[config.mk]
export PLATFORM = sky130hd
export DESIGN_NAME = sql_keyword_tokenizer
export DESIGN_NICKNAME = d
export VERILOG_FILES = /design/src/rtl/sqlkt_pkg.sv /design/src/rtl/sql_keyword_tokenizer.sv /design/src/rtl/sqlkt_lexer.sv /design/src/rtl/sqlkt_rsp_fifo.sv
export SDC_FILE = /design/constraint.sdc
export NUM_CORES = 1
export LEC_CHECK = 0
export BUFFER_PORTS_ARGS = -buffer_cell sky130_fd_sc_hd__clkbuf_2
export CAP_MARGIN = 20
export CORE_MARGIN = 4
export CORE_UTILIZATION = 30
export CTS_CLUSTER_DIAMETER = 150
export DETAILED_ROUTE_END_ITERATION = 16
export PLACE_DENSITY = 0.46
export SETUP_SLACK_MARGIN = 0.05
export SYNTH_ARGS = -nofsm -noshare
export SYNTH_HDL_FRONTEND = slang
export SYNTH_SLANG_ARGS = --single-unit
[constraint.sdc]
create_clock -name clock -period 4.4 [get_ports clock]
set_clock_uncertainty 0.15 [all_clocks]
set_input_delay 0.44 -clock clock [delete_from_list [all_inputs] [get_ports clock]]
set_output_delay 0.44 -clock clock [all_outputs]
set_load 0.05 [all_outputs]
[src/rtl/sqlkt_pkg.sv]
// shared types, character codes, token kinds and helpers of the sql keyword tokenizer
package sqlkt_pkg;

   // offset counters
   localparam int POS_W = 16;
   localparam logic [POS_W-1:0] POS_MAX = {POS_W{1'b1}};
   localparam int EXT_W = (POS_W > 16) ? POS_W : 16;

   // result queue
   localparam int RQ_DEPTH = 4;
   localparam int RQ_AW = $clog2(RQ_DEPTH);
   localparam int RQ_CW = RQ_AW + 1;

   // keyword buffer holds up to seven characters
   localparam int KW_CHARS = 7;
   localparam int KW_W = 8 * KW_CHARS;
   localparam int KW_NUM = 30;

   // token kinds
   localparam logic [5:0] KIND_EOF = 6'd0;
   localparam logic [5:0] KIND_ERROR = 6'd1;
   localparam logic [5:0] KIND_IDENT = 6'd2;
   localparam logic [5:0] KIND_NUMBER = 6'd3;
   localparam logic [5:0] KIND_STRING = 6'd4;
   localparam logic [5:0] KIND_EQ = 6'd5;
   localparam logic [5:0] KIND_COMMA = 6'd6;
   localparam logic [5:0] KIND_STAR = 6'd7;
   localparam logic [5:0] KIND_LPAREN = 6'd8;
   localparam logic [5:0] KIND_RPAREN = 6'd9;
   localparam logic [5:0] KIND_SEMI = 6'd10;
   localparam logic [5:0] KIND_KW_BASE = 6'd11;

   // characters
   localparam logic [7:0] CH_EQ = 8'h3D;
   localparam logic [7:0] CH_COMMA = 8'h2C;
   localparam logic [7:0] CH_STAR = 8'h2A;
   localparam logic [7:0] CH_LPAREN = 8'h28;
   localparam logic [7:0] CH_RPAREN = 8'h29;
   localparam logic [7:0] CH_SEMI = 8'h3B;
   localparam logic [7:0] CH_UNDER = 8'h5F;
   localparam logic [7:0] CH_AT = 8'h40;
   localparam logic [7:0] CH_DOT = 8'h2E;
   localparam logic [7:0] CH_QUOTE = 8'h27;
   localparam logic [7:0] CH_SPACE = 8'h20;
   localparam logic [7:0] CH_TAB = 8'h09;
   localparam logic [7:0] CH_CR = 8'h0D;
   localparam logic [7:0] CH_CASE_BIT = 8'h20;

   // keywords, first character in the highest used byte
   localparam logic [KW_W-1:0] KW_TEXT [KW_NUM] = '{
      KW_W'("count"), KW_W'("sum"), KW_W'("avg"), KW_W'("max"), KW_W'("min"),
      KW_W'("order"), KW_W'("by"), KW_W'("limit"), KW_W'("asc"), KW_W'("desc"),
      KW_W'("index"), KW_W'("create"), KW_W'("table"), KW_W'("join"),
      KW_W'("inner"), KW_W'("on"), KW_W'("int"), KW_W'("varchar"),
      KW_W'("primary"), KW_W'("key"), KW_W'("explain"), KW_W'("select"),
      KW_W'("insert"), KW_W'("update"), KW_W'("delete"), KW_W'("set"),
      KW_W'("where"), KW_W'("from"), KW_W'("into"), KW_W'("values")
   };

   // scanner state
   typedef enum logic [3:0] {
      SCAN_IDLE   = 4'b0001,
      SCAN_IDENT  = 4'b0010,
      SCAN_NUMBER = 4'b0100,
      SCAN_STRING = 4'b1000
   } scan_type;

   typedef struct packed {
      logic       mode;
      logic [7:0] byte_req;
   } item_type;

   typedef struct packed {
      logic [5:0]  kind;
      logic [15:0] start_res;
      logic [15:0] length;
      logic [7:0]  error_byte;
      logic        last;
   } rsp_type;

   function automatic logic [15:0] clamp16(input logic [POS_W-1:0] v);
      logic [EXT_W-1:0] w;
      w = EXT_W'(v);
      if (w > EXT_W'(17'h0FFFF)) return 16'hFFFF;
      else return w[15:0];
   endfunction

   function automatic logic [POS_W-1:0] sat_inc(input logic [POS_W-1:0] v);
      if (v == POS_MAX) return v;
      else return v + POS_W'(1);
   endfunction

   function automatic rsp_type make_rsp(input logic [5:0] kind,
                                        input logic [POS_W-1:0] start,
                                        input logic [POS_W-1:0] len,
                                        input logic [7:0] err);
      rsp_type r;
      r.kind = kind;
      r.start_res = clamp16(start);
      r.length = clamp16(len);
      r.error_byte = err;
      r.last = 1'b0;
      return r;
   endfunction

   // keyword kind for a buffered word, or zero
   function automatic logic [5:0] kw_lookup(input logic [KW_W-1:0] buf_v);
      logic [5:0] k;
      k = '0;
      for (int i = 0; i < KW_NUM; i++) begin
         if (buf_v == KW_TEXT[i]) k = KIND_KW_BASE + 6'(i);
      end
      return k;
   endfunction

   function automatic logic is_alpha(input logic [7:0] c);
      return (c >= "A" && c <= "Z") || (c >= "a" && c <= "z");
   endfunction

   function automatic logic is_digit(input logic [7:0] c);
      return c >= "0" && c <= "9";
   endfunction

endpackage

[src/rtl/sql_keyword_tokenizer.sv]
// top level of the streaming sql keyword tokenizer
//
// channel  dir  handshake                  payload
// req      in   req_tvalid / req_tready    tdata = byte_req[7:0], tuser = mode
// rsp      out  rsp_tvalid / rsp_tready    tdata = kind, start_res, length, error_byte;
//                                          tlast = last
//
// one byte item per clock: the item sits in an input register, the scanner
// decides its tokens combinationally and writes them into a four-entry result queue
// an item that closes a word and is itself a token yields two results, which drain
// one per cycle while rsp_tready is high; the scanner stalls only when the queue
// has fewer than two free slots; the input register keeps accepting while results
// wait, so a stalled rsp side throttles req only once three results are queued
// synchronous reset returns the scanner to idle at offset zero and empties the queue
module sql_keyword_tokenizer (
   input  logic        clock,
   input  logic        reset,
   input  logic        req_tvalid,
   output logic        req_tready,
   input  logic [7:0]  req_tdata,   // byte_req[7:0]
   input  logic        req_tuser,   // mode: 0 data byte, 1 end of statement
   output logic        rsp_tvalid,
   input  logic        rsp_tready,
   output logic [47:0] rsp_tdata,   // kind[5:0], start_res[21:6], length[37:22],
                                    // error_byte[45:38], zero[47:46]
   output logic        rsp_tlast
);
   import sqlkt_pkg::*;

   item_type   item_ff;
   logic       in_vld_ff, in_vld_in;
   logic       fire, room2, not_empty;
   rsp_type    res0, res1, head;
   logic [1:0] res_n;

   // scanner takes the held item when two result slots are free
   assign fire = in_vld_ff && room2;
   assign req_tready = !in_vld_ff || fire;
   assign in_vld_in = (req_tvalid && req_tready) || (in_vld_ff && !fire);

   always_ff @(posedge clock) begin
      if (reset) in_vld_ff <= 1'b0;
      else in_vld_ff <= in_vld_in;
   end

   // payload needs no reset
   always_ff @(posedge clock) begin
      if (req_tvalid && req_tready) begin
         item_ff.mode <= req_tuser;
         item_ff.byte_req <= req_tdata;
      end
   end

   sqlkt_lexer u_lexer (
      .clock (clock),
      .reset (reset),
      .step  (fire),
      .item  (item_ff),
      .res0  (res0),
      .res1  (res1),
      .res_n (res_n)
   );

   sqlkt_rsp_fifo u_rsp_fifo (
      .clock     (clock),
      .reset     (reset),
      .wr_n      (fire ? res_n : 2'd0),
      .wr0       (res0),
      .wr1       (res1),
      .rd        (rsp_tready),
      .head      (head),
      .not_empty (not_empty),
      .room2     (room2)
   );

   assign rsp_tvalid = not_empty;
   assign rsp_tdata = {2'b00, head.error_byte, head.length, head.start_res, head.kind};
   assign rsp_tlast = head.last;

endmodule

[src/rtl/sqlkt_lexer.sv]
// scanner state and token decision for one byte per cycle while step is high
module sqlkt_lexer (
   input  logic              clock,
   input  logic              reset,
   input  logic              step,
   input  sqlkt_pkg::item_type item,
   output sqlkt_pkg::rsp_type  res0,
   output sqlkt_pkg::rsp_type  res1,
   output logic [1:0]        res_n
);
   import sqlkt_pkg::*;

   scan_type          scan_ff, scan_in;
   logic [POS_W-1:0]  pos_ff, pos_in;
   logic [POS_W-1:0]  tok_ff, tok_in;
   logic [KW_W-1:0]   kwb_ff, kwb_in;
   logic [2:0]        kwc_ff, kwc_in;
   logic              ovl_ff, ovl_in;

   logic [7:0]        c, lc;
   logic [POS_W-1:0]  pos_inc, wlen;
   logic [5:0]        kw_kind, punct;
   logic              is_space, is_ident_char;
   rsp_type           pend_res, idle_res, b_res;
   logic              emit_a, emit_b;

   assign c = item.byte_req;
   assign lc = (c >= "A" && c <= "Z") ? (c | CH_CASE_BIT) : c;
   assign pos_inc = sat_inc(pos_ff);
   assign wlen = pos_ff - tok_ff;
   assign kw_kind = ovl_ff ? 6'd0 : kw_lookup(kwb_ff);
   assign is_space = (c == CH_SPACE) || (c >= CH_TAB && c <= CH_CR);
   assign is_ident_char = is_alpha(c) || is_digit(c) || c == CH_UNDER || c == CH_AT
                          || c == CH_DOT;

   always_comb begin
      case (c)
         CH_EQ:     punct = KIND_EQ;
         CH_COMMA:  punct = KIND_COMMA;
         CH_STAR:   punct = KIND_STAR;
         CH_LPAREN: punct = KIND_LPAREN;
         CH_RPAREN: punct = KIND_RPAREN;
         CH_SEMI:   punct = KIND_SEMI;
         default:   punct = 6'd0;
      endcase
   end

   // token that is pending in the current scan mode
   always_comb begin
      case (scan_ff)
         SCAN_IDENT: begin
            if (kw_kind != 6'd0) pend_res = make_rsp(kw_kind, tok_ff, '0, 8'd0);
            else pend_res = make_rsp(KIND_IDENT, tok_ff, wlen, 8'd0);
         end
         SCAN_NUMBER: pend_res = make_rsp(KIND_NUMBER, tok_ff, wlen, 8'd0);
         SCAN_STRING: pend_res = make_rsp(KIND_STRING, tok_ff, wlen, 8'd0);
         default:     pend_res = '0;
      endcase
   end

   // token of a byte seen between tokens
   always_comb begin
      if (punct != 6'd0) idle_res = make_rsp(punct, pos_ff, '0, 8'd0);
      else idle_res = make_rsp(KIND_ERROR, pos_ff, POS_W'(1), c);
   end

   always_comb begin
      scan_in = scan_ff;
      pos_in = pos_ff;
      tok_in = tok_ff;
      kwb_in = kwb_ff;
      kwc_in = kwc_ff;
      ovl_in = ovl_ff;
      emit_a = 1'b0;
      emit_b = 1'b0;
      b_res = idle_res;
      if (item.mode) begin
         emit_a = (scan_ff != SCAN_IDLE);
         emit_b = 1'b1;
         b_res = make_rsp(KIND_EOF, pos_ff, '0, 8'd0);
         scan_in = SCAN_IDLE;
         pos_in = '0;
         tok_in = '0;
         kwb_in = '0;
         kwc_in = '0;
         ovl_in = 1'b0;
      end else if (scan_ff == SCAN_STRING) begin
         pos_in = pos_inc;
         if (c == CH_QUOTE) begin
            emit_a = 1'b1;
            scan_in = SCAN_IDLE;
         end
      end else if (scan_ff == SCAN_IDENT && is_ident_char) begin
         pos_in = pos_inc;
         if (kwc_ff < 3'(KW_CHARS)) begin
            kwb_in = {kwb_ff[KW_W-9:0], lc};
            kwc_in = kwc_ff + 3'd1;
         end else begin
            ovl_in = 1'b1;
         end
      end else if (scan_ff == SCAN_NUMBER && is_digit(c)) begin
         pos_in = pos_inc;
      end else begin
         // ends any word, then the byte is taken as between tokens
         emit_a = (scan_ff != SCAN_IDLE);
         scan_in = SCAN_IDLE;
         pos_in = pos_inc;
         if (is_space) begin
            emit_b = 1'b0;
         end else if (punct != 6'd0) begin
            emit_b = 1'b1;
         end else if (c == CH_QUOTE) begin
            tok_in = pos_inc;
            scan_in = SCAN_STRING;
         end else if (is_alpha(c) || c == CH_UNDER) begin
            tok_in = pos_ff;
            kwb_in = KW_W'(lc);
            kwc_in = 3'd1;
            ovl_in = 1'b0;
            scan_in = SCAN_IDENT;
         end else if (is_digit(c)) begin
            tok_in = pos_ff;
            scan_in = SCAN_NUMBER;
         end else begin
            emit_b = 1'b1;
         end
      end
   end

   // order the results and mark the final one
   always_comb begin
      res0 = '0;
      res1 = '0;
      res_n = 2'd0;
      if (emit_a && emit_b) begin
         res0 = pend_res;
         res1 = b_res;
         res1.last = 1'b1;
         res_n = 2'd2;
      end else if (emit_a) begin
         res0 = pend_res;
         res0.last = 1'b1;
         res_n = 2'd1;
      end else if (emit_b) begin
         res0 = b_res;
         res0.last = 1'b1;
         res_n = 2'd1;
      end
   end

   always_ff @(posedge clock) begin
      if (reset) begin
         scan_ff <= SCAN_IDLE;
         pos_ff <= '0;
         tok_ff <= '0;
         kwb_ff <= '0;
         kwc_ff <= '0;
         ovl_ff <= 1'b0;
      end else if (step) begin
         scan_ff <= scan_in;
         pos_ff <= pos_in;
         tok_ff <= tok_in;
         kwb_ff <= kwb_in;
         kwc_ff <= kwc_in;
         ovl_ff <= ovl_in;
      end
   end

   a_end_clears: assert property (@(posedge clock) disable iff (reset)
      (step && item.mode) |=> (scan_ff == SCAN_IDLE && pos_ff == '0))
      else $error("end of statement did not clear scanner");

   a_tok_order: assert property (@(posedge clock) disable iff (reset)
      (scan_ff != SCAN_IDLE) |-> (tok_ff <= pos_ff))
      else $error("token start beyond position");

   a_two_results: assert property (@(posedge clock) disable iff (reset)
      (step && res_n == 2'd2) |-> (!res0.last && res1.last && res0.kind != KIND_EOF))
      else $error("bad pair of results");

endmodule

[src/rtl/sqlkt_rsp_fifo.sv]
// small result queue taking up to two items per cycle
module sqlkt_rsp_fifo (
   input  logic              clock,
   input  logic              reset,
   input  logic [1:0]        wr_n,
   input  sqlkt_pkg::rsp_type  wr0,
   input  sqlkt_pkg::rsp_type  wr1,
   input  logic              rd,
   output sqlkt_pkg::rsp_type  head,
   output logic              not_empty,
   output logic              room2
);
   import sqlkt_pkg::*;

   rsp_type            entry_ff [RQ_DEPTH];
   logic [RQ_AW-1:0]   wr_ptr_ff, wr_ptr_in;
   logic [RQ_AW-1:0]   rd_ptr_ff, rd_ptr_in;
   logic [RQ_CW-1:0]   cnt_ff, cnt_in;
   logic               rd_en;

   assign not_empty = (cnt_ff != '0);
   assign room2 = (cnt_ff <= RQ_CW'(RQ_DEPTH - 2));
   assign head = entry_ff[rd_ptr_ff];
   assign rd_en = rd && not_empty;

   assign wr_ptr_in = wr_ptr_ff + RQ_AW'(wr_n);
   assign rd_ptr_in = rd_ptr_ff + RQ_AW'(rd_en);
   assign cnt_in = cnt_ff + RQ_CW'(wr_n) - RQ_CW'(rd_en);

   always_ff @(posedge clock) begin
      if (wr_n != 2'd0) entry_ff[wr_ptr_ff] <= wr0;
      if (wr_n == 2'd2) entry_ff[wr_ptr_ff + RQ_AW'(1)] <= wr1;
   end

   always_ff @(posedge clock) begin
      if (reset) begin
         wr_ptr_ff <= '0;
         rd_ptr_ff <= '0;
         cnt_ff <= '0;
      end else begin
         wr_ptr_ff <= wr_ptr_in;
         rd_ptr_ff <= rd_ptr_in;
         cnt_ff <= cnt_in;
      end
   end

   a_no_overflow: assert property (@(posedge clock) disable iff (reset)
      (wr_n != 2'd0) |-> (RQ_CW'(wr_n) <= RQ_CW'(RQ_DEPTH) - cnt_ff))
      else $error("result queue overflow");

   a_cnt_bound: assert property (@(posedge clock) disable iff (reset)
      cnt_ff <= RQ_CW'(RQ_DEPTH))
      else $error("result count out of range");

   a_ptr_match: assert property (@(posedge clock) disable iff (reset)
      cnt_ff[RQ_AW-1:0] == RQ_AW'(wr_ptr_ff - rd_ptr_ff))
      else $error("queue pointers disagree with count");

endmodule
# [Yosys cells after proc, flatten, opt, wreduce, memory -nomap -nowiden]
# Memory sizes are Yosys's and may differ from the RTL's. A register that Yosys moved wholly into a read port is not among the register bits.
# Cells that the tools add are included.
[op_classes] n_addsub=8 order_cmp=13 n_eq_ne=61 muxes=115 n_reduce_logical=32
[ops] operator="$mux W56" n=9
[ops] operator="$eq A56 B23 Y1 const B" n=8
[ops] operator="$eq A56 B39 Y1 const B" n=7
[ops] operator="$eq A56 B47 Y1 const B" n=6
[ops] operator="$mux W47" n=5
[ops] operator="$eq A56 B31 Y1 const B" n=4
[ops] operator="$mux W16" n=14
[ops] operator="$eq A56 B55 Y1 const B" n=3
[ops] operator="$pmux W47 S3" n=1
[ops] operator="$eq A56 B15 Y1 const B" n=2
[ops] operator="$mux W45" n=2
[ops] operator="$mux W5" n=16
[ops] operator="$eq A8 B6 Y1 const B" n=9
[ops] operator="$mux W6" n=11
[ops] operator="$mux W4" n=14
[ops] operator="$gt A16 B16 Y1 const B" n=3
[ops] operator="$mux W3" n=10
[ops] operator="$mux W1" n=28
[ops] operator="$pmux W4 S6" n=1
[ops] operator="$ne A3 B3 Y1 const B" n=6
[ops] operator="$add A16 B1 Y16 const B" n=1
[ops] operator="$eq A16 B16 Y1 const B" n=1
[ops] operator="$eq A8 B7 Y1 const B" n=2
[ops] operator="$ge A8 B7 Y1 const B" n=2
[ops] operator="other kinds (32)" n=64
[word_totals] register_bits=113 ramBits=188 inputBits=13 output_inout_bits=51 wordCells=242 memories=1
[mem_list] memory="u_rsp_fifo.entry_ff" words=4 word_bits=47 rd=1 rd_ports_with_merged_regs=1 write_ports=2 line_no="sqlkt_rsp_fifo.sv:15" source="rsp_type entry_ff [RQ_DEPTH];"

# [Depth between registers and ports, before layout]
# Gate-level depths: netlist (run 1).
[logic_depth] ltp_word=37 depth_mapped=18 ltp_nobuf=16

# [By module]
# A second synthesis (run 1) with hierarchy kept.
[hier_totals] cells_unflattened=1691 area_unflattened_um2=18385.1
[by_module_without_submodules] module="sqlkt_rsp_fifo" n_inst=1 cells_each=499 area_per_inst_um2=9544.2
[by_module_without_submodules] module="sqlkt_lexer" n_inst=1 cells_each=1172 area_per_inst_um2=8474.4
[by_module_without_submodules] module="sql_keyword_tokenizer" n_inst=1 cells_each=20 area_per_inst_um2=366.6

# [Least setup slack after synthesis (run 1)]
# OpenSTA, ideal clock, no wires.
[synth_path] path_type="register to register" from="register item_ff[7] in the netlist's numbering" to="memory u_rsp_fifo.entry_ff[0][0] in the netlist's numbering, enable pin" setup_ns=0.385 t_arrival_ns=3.835 required_ns=3.865 setup_slack_ns=0.030 path_stages_with_launch=15 n_path_buf=3 path_cell_list="edfxtp_1 buf_2 or3b_1 nor4_4 nor2_1 o311ai_2 and2_1 ha_1 nand2_1 nor2_1 nand3_1 and2_1 clkbuf_1 clkbuf_1 inv_1"
[synth_rtl] item="start: declaration" line_no="sql_keyword_tokenizer.sv:30" source="item_type item_ff;"
[synth_rtl] item="end: declaration" line_no="sqlkt_rsp_fifo.sv:15"

==> metrics.yaml, run 1 <==
sta:
  highest_attainable_clock_frequency_ghz: 0.2476
  finalHoldViolations: 0
  setup_total_negative_slack_ns: 0
  finalHoldWorstSlack_ns: 0.2968
  min_period_ns: 4.039
  relSlewSlack_pct: 45.51
  fin_crit_sh_pct: 91.80
  tightestPinTransition_ns: 0.8099
  report.final.setup_viol: 0
  timing_max_transition_violations_final: 0
  grt_setup_unrepaired: "false"
placed_design:
  place_area_sq_mm: 0.01745
  io_buffer_count: 61
  post-dp-hpwl_um: 36290
  gp_congestion: 0.8744
power:
  switchingPower_uw: 2493
  power_leakage_uw: 0.006087
  power.combinational.fraction_pct: 20.7
  power_density_mw_per_mm2: 415.1
  vdd_drop_max_mv: 0.2444
  pwr-share-clk_pct: 38.7
  share_of_power_burned_in_registers_pct: 40.6
  switching_share_pct: 31.95
  internal_power_uw: 5308
layout:
  area_delta_synth_final_pct: 15.48
  flip_flop_and_latch_area_sq_mm: 0.007322
  antenna_cells: 0
  drive_gt1_share_pct: 16.06
  area_of_the_multi_input_gates_sq_mm: 0.008290
  nNetsFinal: 1747
  layout.filler_cells: 5499
  post-route-cell-area_sq_mm: 0.01880
worst_hold_path:
  hold-path-endpoint: "u_rsp_fifo.entry_ff[2][21]$_SDFFE_PP0P_"
  hold-path-cell-count: 2
  worstHoldPathType: "register to register"
  worst_hold_startpoint: "u_rsp_fifo.entry_ff[2][21]$_SDFFE_PP0P_"
clock_network:
  clk-insertion-delay-late_ns: 0.56
  cts-root-buf: "sky130_fd_sc_hd__clkbuf_16"
  tritoncts_num_sinks: 301
  clockBufferDepth: 3
  tritoncts_clock_tree: "yes"
  cts_max_level: 2
  register_clock_pin_slew_on_the_reported_worst_setup_and_hold_paths_ns: 0.06
  cts-buffers-inserted: 37
setup_path:
  worstReg2RegStart: "item_ff[1]$_DFFE_PP_"
  ff2ff_setup_slack_ns: 0.36
  cp_data_required_time_ns: 4.56
  end_kind: "register"
  worst_r2r_endpoint: "u_rsp_fifo.entry_ff[0][1]$_DFFE_PP_"
  critical_path.startpoint_type: "register"
  crit_path_max_fanout: 39
  worst-r2r-cell-count: 14
  timing_worst_setup_path_type: "register to register"
  cp.arrival_ns: 4.20
logic_synthesis:
  synthesized_instance_count: 1655
  synth_common_cells: "sky130_fd_sc_hd__nand2_1, sky130_fd_sc_hd__dfxtp_1, sky130_fd_sc_hd__nor2_1, sky130_fd_sc_hd__edfxtp_1, sky130_fd_sc_hd__clkbuf_1"
  synth-seq-cells: 301
  synthTopCellsByArea: "sky130_fd_sc_hd__edfxtp_1, sky130_fd_sc_hd__dfxtp_1, sky130_fd_sc_hd__mux4_2, sky130_fd_sc_hd__nand2_1, sky130_fd_sc_hd__mux2i_1"
  yosys_warnings: 0
  yosys.cell_types.count: 84
  synth_edf_count: 129
  synth.top_cell.area_share_pct: 23.80
  syn_avg_cell_area_sq_um: 9.834
  leading_cell_type_by_number_of_instances_after_synthesis: "sky130_fd_sc_hd__nand2_1"
  synth_area_sq_mm: 0.01628
  async_reset_ff_share_pct: 0
  synth_seq_area_share_pct: 44.96
  synth_ff_type: "sky130_fd_sc_hd__dfxtp_1"
  yosys.area.top_type: "sky130_fd_sc_hd__edfxtp_1"
grt:
  grt_max_degree: 68
  number_of_global_route_vias_before_repair: 13210
  antenna_found_initial: 0
  grt_use_total_pct: 17.88
  globalRouteOverflowTotal: 0
  global_route_wire_length_before_repair_um: 80530
die:
  floorplan.initialDensity_pct: 30.24
  row_count: 85
  die_w_um: 240.9
  floorplan.io_pins: 64
  dieHeight_um: 240.9
  design.core.area_sq_mm: 0.05381
  die-area_sq_mm: 0.05804
drt:
  postRouteWirelength_um: 52180
  dr_total_vias: 13220
  wl_per_cell_um: 21.45
  drc: 0
  dr.pass1.iters: 5
  initialDrtViolationCount: 867
  detail_route.vias_per_cell: 5.433
  ant_nets: 0
flow_run:
  drv_cap: 0
outcome:
  status: "finished, final reports clean"
layout by cell type (no fill, tap or decap), drive strengths merged, types with 15 or more instances in the layout:
cell type / netlist / layout
nand2: 193 / 193
dfxtp: 172 / 172
nor2: 165 / 165
edfxtp: 129 / 129
clkbuf: 88 / 114
o22ai: 76 / 76
o31ai: 66 / 66
mux2i: 65 / 65
buf: 31 / 62
a21oi: 49 / 49
nand3: 48 / 48
mux4: 47 / 47
and2: 40 / 40
o21ai: 40 / 40
nand4: 39 / 39
nor4: 39 / 39
nor3: 38 / 38
inv: 38 / 38
a22oi: 26 / 26
nand2b: 24 / 24
ha: 23 / 23
xor2: 22 / 22
nor2b: 21 / 21
and3: 15 / 15
power groups by stage:
stage               clock network [uW]  registers [uW]  logic [uW]
floorplan                            0            3100        1280
finish                            3020            3170        1610
detailed placement                   0            3240        1620
global placement                     0            3240        1620
CTS                               3100            3180        1630
global route                      3240            3190        1720
worst max-delay path: stages (launching register included):
cell and delay, ns:
sky130_fd_sc_hd__edfxtp_1 0.44, sky130_fd_sc_hd__nand2_1 0.15, sky130_fd_sc_hd__or3_1 0.41, sky130_fd_sc_hd__a2111oi_4 0.53, sky130_fd_sc_hd__nand2_1 0.08, sky130_fd_sc_hd__and3_1 0.18
sky130_fd_sc_hd__or2_1 0.23, sky130_fd_sc_hd__ha_1 0.33, sky130_fd_sc_hd__nand2_1 0.16, sky130_fd_sc_hd__nand2_1 0.14, sky130_fd_sc_hd__nand2_1 0.12, sky130_fd_sc_hd__buf_6 0.37
sky130_fd_sc_hd__o22ai_1 0.16, sky130_fd_sc_hd__buf_4 0.18, sky130_fd_sc_hd__and2_1 0.15
kinds of logic (layout without fill, tap and decap cells):
family | Yosys count | in the layout | share of synthesized area, %
DFF | 301 | 301 | 44.96
muxes | 112 | 112 | 10.50
adders and majority gates | 25 | 25 | 2.014
other | 1 | 2 | 0.02304
xor gates and xnor gates | 34 | 34 | 1.830
and+or+nand+nor | 696 | 696 | 22.15
AOI/OAI and AO/OA | 328 | 328 | 14.26
buffers and inverters | 158 | 239 | 4.267
per-layer routing:
layer  GRT usage, %  share of wire [%]
met5              0                  0
met4          4.712                2.1
met3          3.234                5.1
met2          29.69                 47
met1          24.23                 46
what timing repair did:
action | 4_1_cts | 5_1_grt
setup buffers | 0 | 0
resized for setup | 0 | 3
hold buffers | 10 | 0
hold endpoints to repair | 10 | 0
endpoints found under the setup margin | 0 | 77
sequential cells by signal, summed over array words and instances, names as in the netlist, 3 cells and up:
| signal | flops |
|---|---|
| u_rsp_fifo.entry_ff | 188 |
| u_lexer.kwb_ff | 56 |
| u_lexer.pos_ff | 16 |
| u_lexer.tok_ff | 16 |
| item_ff | 9 |
| u_lexer.scan_ff | 4 |
| u_lexer.kwc_ff | 3 |
| u_rsp_fifo.cnt_ff | 3 |
how the worst max path moves through the flow:
| stage | start | slack [ns] | endpoint |
|---|---|---|---|
| 3_5_place_dp | item_ff[1]$_DFFE_PP_ | 0.10 | u_rsp_fifo.entry_ff[2][25]$_DFFE_PP_ |
| 3_3_place_gp | item_ff[1]$_DFFE_PP_ | 0.20 | u_rsp_fifo.entry_ff[3][30]$_DFFE_PP_ |
| 2_1_floorplan | item_ff[7]$_DFFE_PP_ | 0.08 | u_rsp_fifo.entry_ff[2][0]$_DFFE_PP_ |
| 5_1_grt | item_ff[1]$_DFFE_PP_ | 0.12 | u_rsp_fifo.cnt_ff[2]$_SDFF_PP0_ |
| 4_1_cts | item_ff[1]$_DFFE_PP_ | 0.1 | u_rsp_fifo.entry_ff[2][25]$_DFFE_PP_ |
| 6_report | item_ff[1]$_DFFE_PP_ | 0.36 | u_rsp_fifo.entry_ff[0][1]$_DFFE_PP_ |
layout make-up:
class                      count  area share (%)
tap                          696           4.633
multi-input combinational   1197           44.11
clock inverter                14          0.8055
clock buffer                  53           5.672
timing repair buffer         133           5.026
inverter                      39          0.7988
sequential                   301           38.96
through the flow:
| stage | util [%] | worst slack (ns) | instances | total power [uW] |
|---|---|---|---|---|
| final | 34.93 | 0.3608 | 2433 | 7801 |
| after global routing | 34.93 | 0.1186 | 2433 | 8153 |
| after CTS | 34.87 | 0.09730 | 2432 | 7913 |
| after detailed placement | 32.42 | 0.1005 | 2355 | 4860 |
| after global placement | 32.39 | 0.2014 | 2354 | 4855 |
| after floorplan | - | 0.08436 | 1656 | 4379 |
(Power assumes the default switching activity.)
==> run 2, diff against run 1 <==
--- a/config.mk
+++ b/config.mk
@@ -6,7 +6,6 @@
 export NUM_CORES = 1
 export LEC_CHECK = 0
 export BUFFER_PORTS_ARGS = -buffer_cell sky130_fd_sc_hd__clkbuf_2
-export CAP_MARGIN = 20
 export CORE_MARGIN = 4
 export CORE_UTILIZATION = 30
 export CTS_CLUSTER_DIAMETER = 150
@@ -15,4 +14,5 @@
 export SETUP_SLACK_MARGIN = 0.05
 export SYNTH_ARGS = -nofsm -noshare
 export SYNTH_HDL_FRONTEND = slang
+export SYNTH_HIERARCHICAL = 1
 export SYNTH_SLANG_ARGS = --single-unit
==> run 2 against run 1 <==
Net effect: worst hold slack worse by 0.15 ns; register-to-register slack worse by 0.07 ns; synthesized cell count up 2.2%; global-route usage down 0.33 points; design area up 13%; critical path type unchanged; largest cell class unchanged; largest power group unchanged; highest routed layer unchanged.
==> metrics.yaml, run 2 <==
outcome:
  status: "finished, final reports clean"  # unchanged
placed_design:
  dpl.cell_count: 2495  # was 2,355
  gp_congestion: 0.9586  # was 0.8744
  post-dp-hpwl_um: 40860  # was 36,290 um
  io_buffer_count: 61  # unchanged
layout:
  reg_top3: "u_rsp_fifo/entry_ff x188, u_lexer/kwb_ff x56"  # was u_rsp_fifo.entry_ff x188, u_lexer.kwb_ff x56
  registers.top_by_ff_count: "u_rsp_fifo/entry_ff"  # was u_rsp_fifo.entry_ff
  drive_gt1_share_pct: 23.73  # was 16.06%
  final_core_util_pct: 35.02  # was 34.93%
  mostFrequentLayoutCell: "sky130_fd_sc_hd__edfxtp_1"  # was sky130_fd_sc_hd__nand2_1
  nNetsFinal: 1800  # was 1,747
  area_delta_synth_final_pct: 15.18  # was 15.48%
  finalNonFillerCells: 2573  # was 2,433
  antenna_cells: 0  # unchanged
  largest_register_ffs: 188  # unchanged
  final_cell_mix: "sky130_fd_sc_hd__edfxtp_1, sky130_fd_sc_hd__nor2_1, sky130_fd_sc_hd__nand2_1, sky130_fd_sc_hd__dfxtp_1, sky130_fd_sc_hd__mux2_2"  # was sky130_fd_sc_hd__nand2_1, sky130_fd_sc_hd__dfxtp_1, sky130_fd_sc_hd__nor2_1, sky130_fd_sc_hd__edfxtp_1, sky130_fd_sc_hd__o22ai_1
logic_synthesis:
  synthTopCellsByArea: "sky130_fd_sc_hd__edfxtp_1, sky130_fd_sc_hd__dfxtp_1, sky130_fd_sc_hd__mux2_2, sky130_fd_sc_hd__mux4_2, sky130_fd_sc_hd__mux2_1"  # was sky130_fd_sc_hd__edfxtp_1, sky130_fd_sc_hd__dfxtp_1, sky130_fd_sc_hd__mux4_2, sky130_fd_sc_hd__nand2_1, sky130_fd_sc_hd__mux2i_1
  synth_area_sq_mm: 0.01839  # was 0.01628 sq mm
  leading_cell_type_by_number_of_instances_after_synthesis: "sky130_fd_sc_hd__edfxtp_1"  # was sky130_fd_sc_hd__nand2_1
  synth.top_cell.area_share_pct: 32.18  # was 23.80%
  synthesized_instance_count: 1691  # was 1,655
  yosys_warnings: 6  # was 0
  synth-seq-cells: 301  # unchanged
  synth_seq_area_share_pct: 43.50  # was 44.96%
  synth_common_cells: "sky130_fd_sc_hd__edfxtp_1, sky130_fd_sc_hd__nor2_1, sky130_fd_sc_hd__nand2_1, sky130_fd_sc_hd__dfxtp_1, sky130_fd_sc_hd__mux2_2"  # was sky130_fd_sc_hd__nand2_1, sky130_fd_sc_hd__dfxtp_1, sky130_fd_sc_hd__nor2_1, sky130_fd_sc_hd__edfxtp_1, sky130_fd_sc_hd__clkbuf_1
  yosys.cell_types.count: 96  # was 84
  async_reset_ff_share_pct: 0  # unchanged
  syn_avg_cell_area_sq_um: 10.87  # was 9.834 sq um
  yosys.area.top_type: "sky130_fd_sc_hd__edfxtp_1"  # unchanged
  synth_edf_count: 197  # was 129
  synth_ff_type: "sky130_fd_sc_hd__edfxtp_1"  # was sky130_fd_sc_hd__dfxtp_1
drt:
  detail_route.vias_per_cell: 5.486  # was 5.433
  wl_per_cell_um: 22.89  # was 21.45 um
  postRouteWirelength_um: 58890  # was 52,180 um
  ant_nets: 0  # unchanged
  drc: 0  # unchanged
  initialDrtViolationCount: 999  # was 867
  dr.pass1.iters: 5  # unchanged
  dr_total_vias: 14120  # was 13.22k
sta:
  relSlewSlack_pct: 12.23  # was 45.51%
  grt_setup_unrepaired: "false"  # unchanged
  min_period_ns: 4.104  # was 4.039 ns
  report.final.setup_viol: 0  # unchanged
  tightestPinTransition_ns: 1.317  # was 0.8099 ns
  timing_max_transition_violations_final: 0  # unchanged
  highest_attainable_clock_frequency_ghz: 0.2437  # was 0.2476 GHz
  finalHoldViolations: 0  # unchanged
  fin_crit_sh_pct: 93.28  # was 91.80%
clock_network:
  cts-root-buf: "sky130_fd_sc_hd__clkbuf_16"  # unchanged
  tritoncts_clock_tree: "yes"  # unchanged
  cts-buffers-inserted: 39  # was 37
  clk-insertion-delay-late_ns: 0.57  # was 0.56 ns
  clockBufferDepth: 3  # unchanged
  cts_max_level: 2  # unchanged
  tritoncts_num_sinks: 301  # unchanged
  register_clock_pin_slew_on_the_reported_worst_setup_and_hold_paths_ns: 0.06  # about the same
setup_path:
  path_delay_family: "simple AND/OR/NAND/NOR gates"  # unchanged
  critical-path-slowest-cell: "sky130_fd_sc_hd__nor3b_1"  # was sky130_fd_sc_hd__a2111oi_4
  crit_path_max_fanout: 14  # was 39
  cp.arrival_ns: 4.37  # was 4.20 ns
  critical_path.startpoint_type: "register"  # unchanged
  crit_chain: "and4bb_2 > nand2_1 > nor4bb_1 > o21ai_0 > o211ai_1 > nor4_1 > a211oi_4 > nor3b_1 > mux2_2"  # was nand2_1 > or3_1 > a2111oi_4 > nand2_1 > and3_1 > or2_1 > ha_1 > nand2_1 > nand2_1 > nand2_1 > buf_6 > o22ai_1 > buf_4 > and2_1
  timing_worst_setup_path_type: "register to register"  # unchanged
  end_kind: "register"  # unchanged
  cp_data_required_time_ns: 4.67  # was 4.56 ns
  timing.critical_path.slowest_cell_delay_ns: 0.63  # was 0.53 ns
  worst-path-buf-inv: 0  # was 2
grt:
  antenna_found_initial: 0  # unchanged
  globalRouteOverflowTotal: 0  # unchanged
  number_of_global_route_vias_before_repair: 14370  # was 13.21k
  grt_use_total_pct: 17.55  # was 17.88%
  grt_max_degree: 62  # was 68
  global_route_wire_length_before_repair_um: 90510  # was 80,530 um
die:
  dieHeight_um: 255.6  # was 240.9 um
  die_w_um: 255.6  # was 240.9 um
  die-area_sq_mm: 0.06531  # was 0.05804 sq mm
  design.core.area_sq_mm: 0.06047  # was 0.05381 sq mm
  floorplan.initialDensity_pct: 30.40  # was 30.24%
  row_count: 90  # was 85
  floorplan.io_pins: 64  # unchanged
power:
  power_density_mw_per_mm2: 394.6  # was 415.1 mW/mm^2
  vdd_drop_max_mv: 0.2170  # was 0.2444 mV
  power_leakage_uw: 0.007491  # was 0.006087 uW
flow_run:
  drv_cap: 0  # unchanged
worst_hold_path:
  worstHoldPathType: "input pin to register"  # was register to register
run 2: cell types whose count changed after synthesis, moves of 60 or more:
cell and delta:
sky130_fd_sc_hd__o22ai_1 -76, sky130_fd_sc_hd__nand2_1 -88, sky130_fd_sc_hd__mux2i_1 -60, sky130_fd_sc_hd__mux2_1 +83, sky130_fd_sc_hd__dfxtp_1 -68, sky130_fd_sc_hd__mux2_2 +97
sky130_fd_sc_hd__edfxtp_1 +68
run 2: timing repair:
action / CTS / global route
hold buffers: 10 / 0
endpoints found under the setup margin: 0 / 19
endpoints found under the hold margin: 10 / 0
resized for setup: 0 / 2
setup buffers: 0 / 0
run 2: worst paths after layout:
| kind | from | to | slack [ns] | depth (start not counted) |
|---|---|---|---|---|
| max | u_lexer/kwb_ff[31]$_SDFFE_PP0P_ | u_rsp_fifo/entry_ff[1][10]$_DFFE_PP_ | 0.30 | 9 |
| min | reset | in_vld_ff$_SDFF_PP0_ | 0.15 | 2 |
| max reg2reg | u_lexer/kwb_ff[31]$_SDFFE_PP0P_ | u_rsp_fifo/entry_ff[1][10]$_DFFE_PP_ | 0.30 | 9 |
| min reg2reg | u_lexer/tok_ff[14]$_SDFFE_PP0P_ | u_lexer/tok_ff[14]$_SDFFE_PP0P_ | 0.33 | 2 |
run 2: stage by stage:
| step | TNS (ns) | total power [uW] | worst slack [ns] | hold WS, ns | area [sq um] |
|---|---|---|---|---|---|
| 6_report | 0 | 8355 | 0.2958 | 0.1452 | 21180 |
| 5_1_grt | 0 | 8720 | 0.05822 | 0.1500 | 21180 |
| 4_1_cts | 0 | 8494 | 0.2468 | 0.1173 | 21170 |
| 3_5_place_dp | 0 | 5237 | 0.2882 | 0.3199 | 19800 |
| 3_3_place_gp | 0 | 5228 | 0.2248 | 0.3124 | 19800 |
| 2_1_floorplan | -15.09 | 4720 | -0.08746 | 0.2951 | 18460 |
run 2: report_power, final:
part           total, uW  internal, uW  switching (uW)
Clock               3200          1930            1270
Sequential          3310          3160             152
Combinational       1840           618            1220
run 2: area by class of cell:
cell class                 count  area, sq um
clock buffer                  53         1105
clock inverter                15        167.7
fill                        6029        39290
inverter                      32        120.1
multi-input combinational   1230         9614
sequential                   301         8003
tap                          782        978.4
timing repair buffer         160         1189
run 2: routing by layer:
metal | vias up | GRT usage [%] | part of all wire [%]
li1 | 6601 | - | -
met1 | 7090 | 23.31 | 45
met2 | 316 | 29.87 | 48
met3 | 108 | 2.246 | 3.9
met4 | 0 | 5.622 | 3.0
met5 | - | 0 | 0
run 2: logic make-up after synthesis:
logic type,Yosys count,synth area share (%)
adder cells (fa/ha/maj),23,1.647
AND/OR/NAND/NOR,672,21.28
other,2,0.04085
XOR/XNOR,28,1.484
buffers and inverters,177,4.982
flip-flops,301,43.50
AO/OA/AOI/OAI,246,9.194
multiplexers,242,17.87
run 2: worst reg2reg max path, cell delays in order (launching register included):
cell,delay [ns]
sky130_fd_sc_hd__dfxtp_1,0.45
sky130_fd_sc_hd__and4bb_2,0.40
sky130_fd_sc_hd__nand2_1,0.34
sky130_fd_sc_hd__nor4bb_1,0.10
sky130_fd_sc_hd__o21ai_0,0.56
sky130_fd_sc_hd__o211ai_1,0.29
sky130_fd_sc_hd__nor4_1,0.53
sky130_fd_sc_hd__a211oi_4,0.22
sky130_fd_sc_hd__nor3b_1,0.64
sky130_fd_sc_hd__mux2_2,0.28
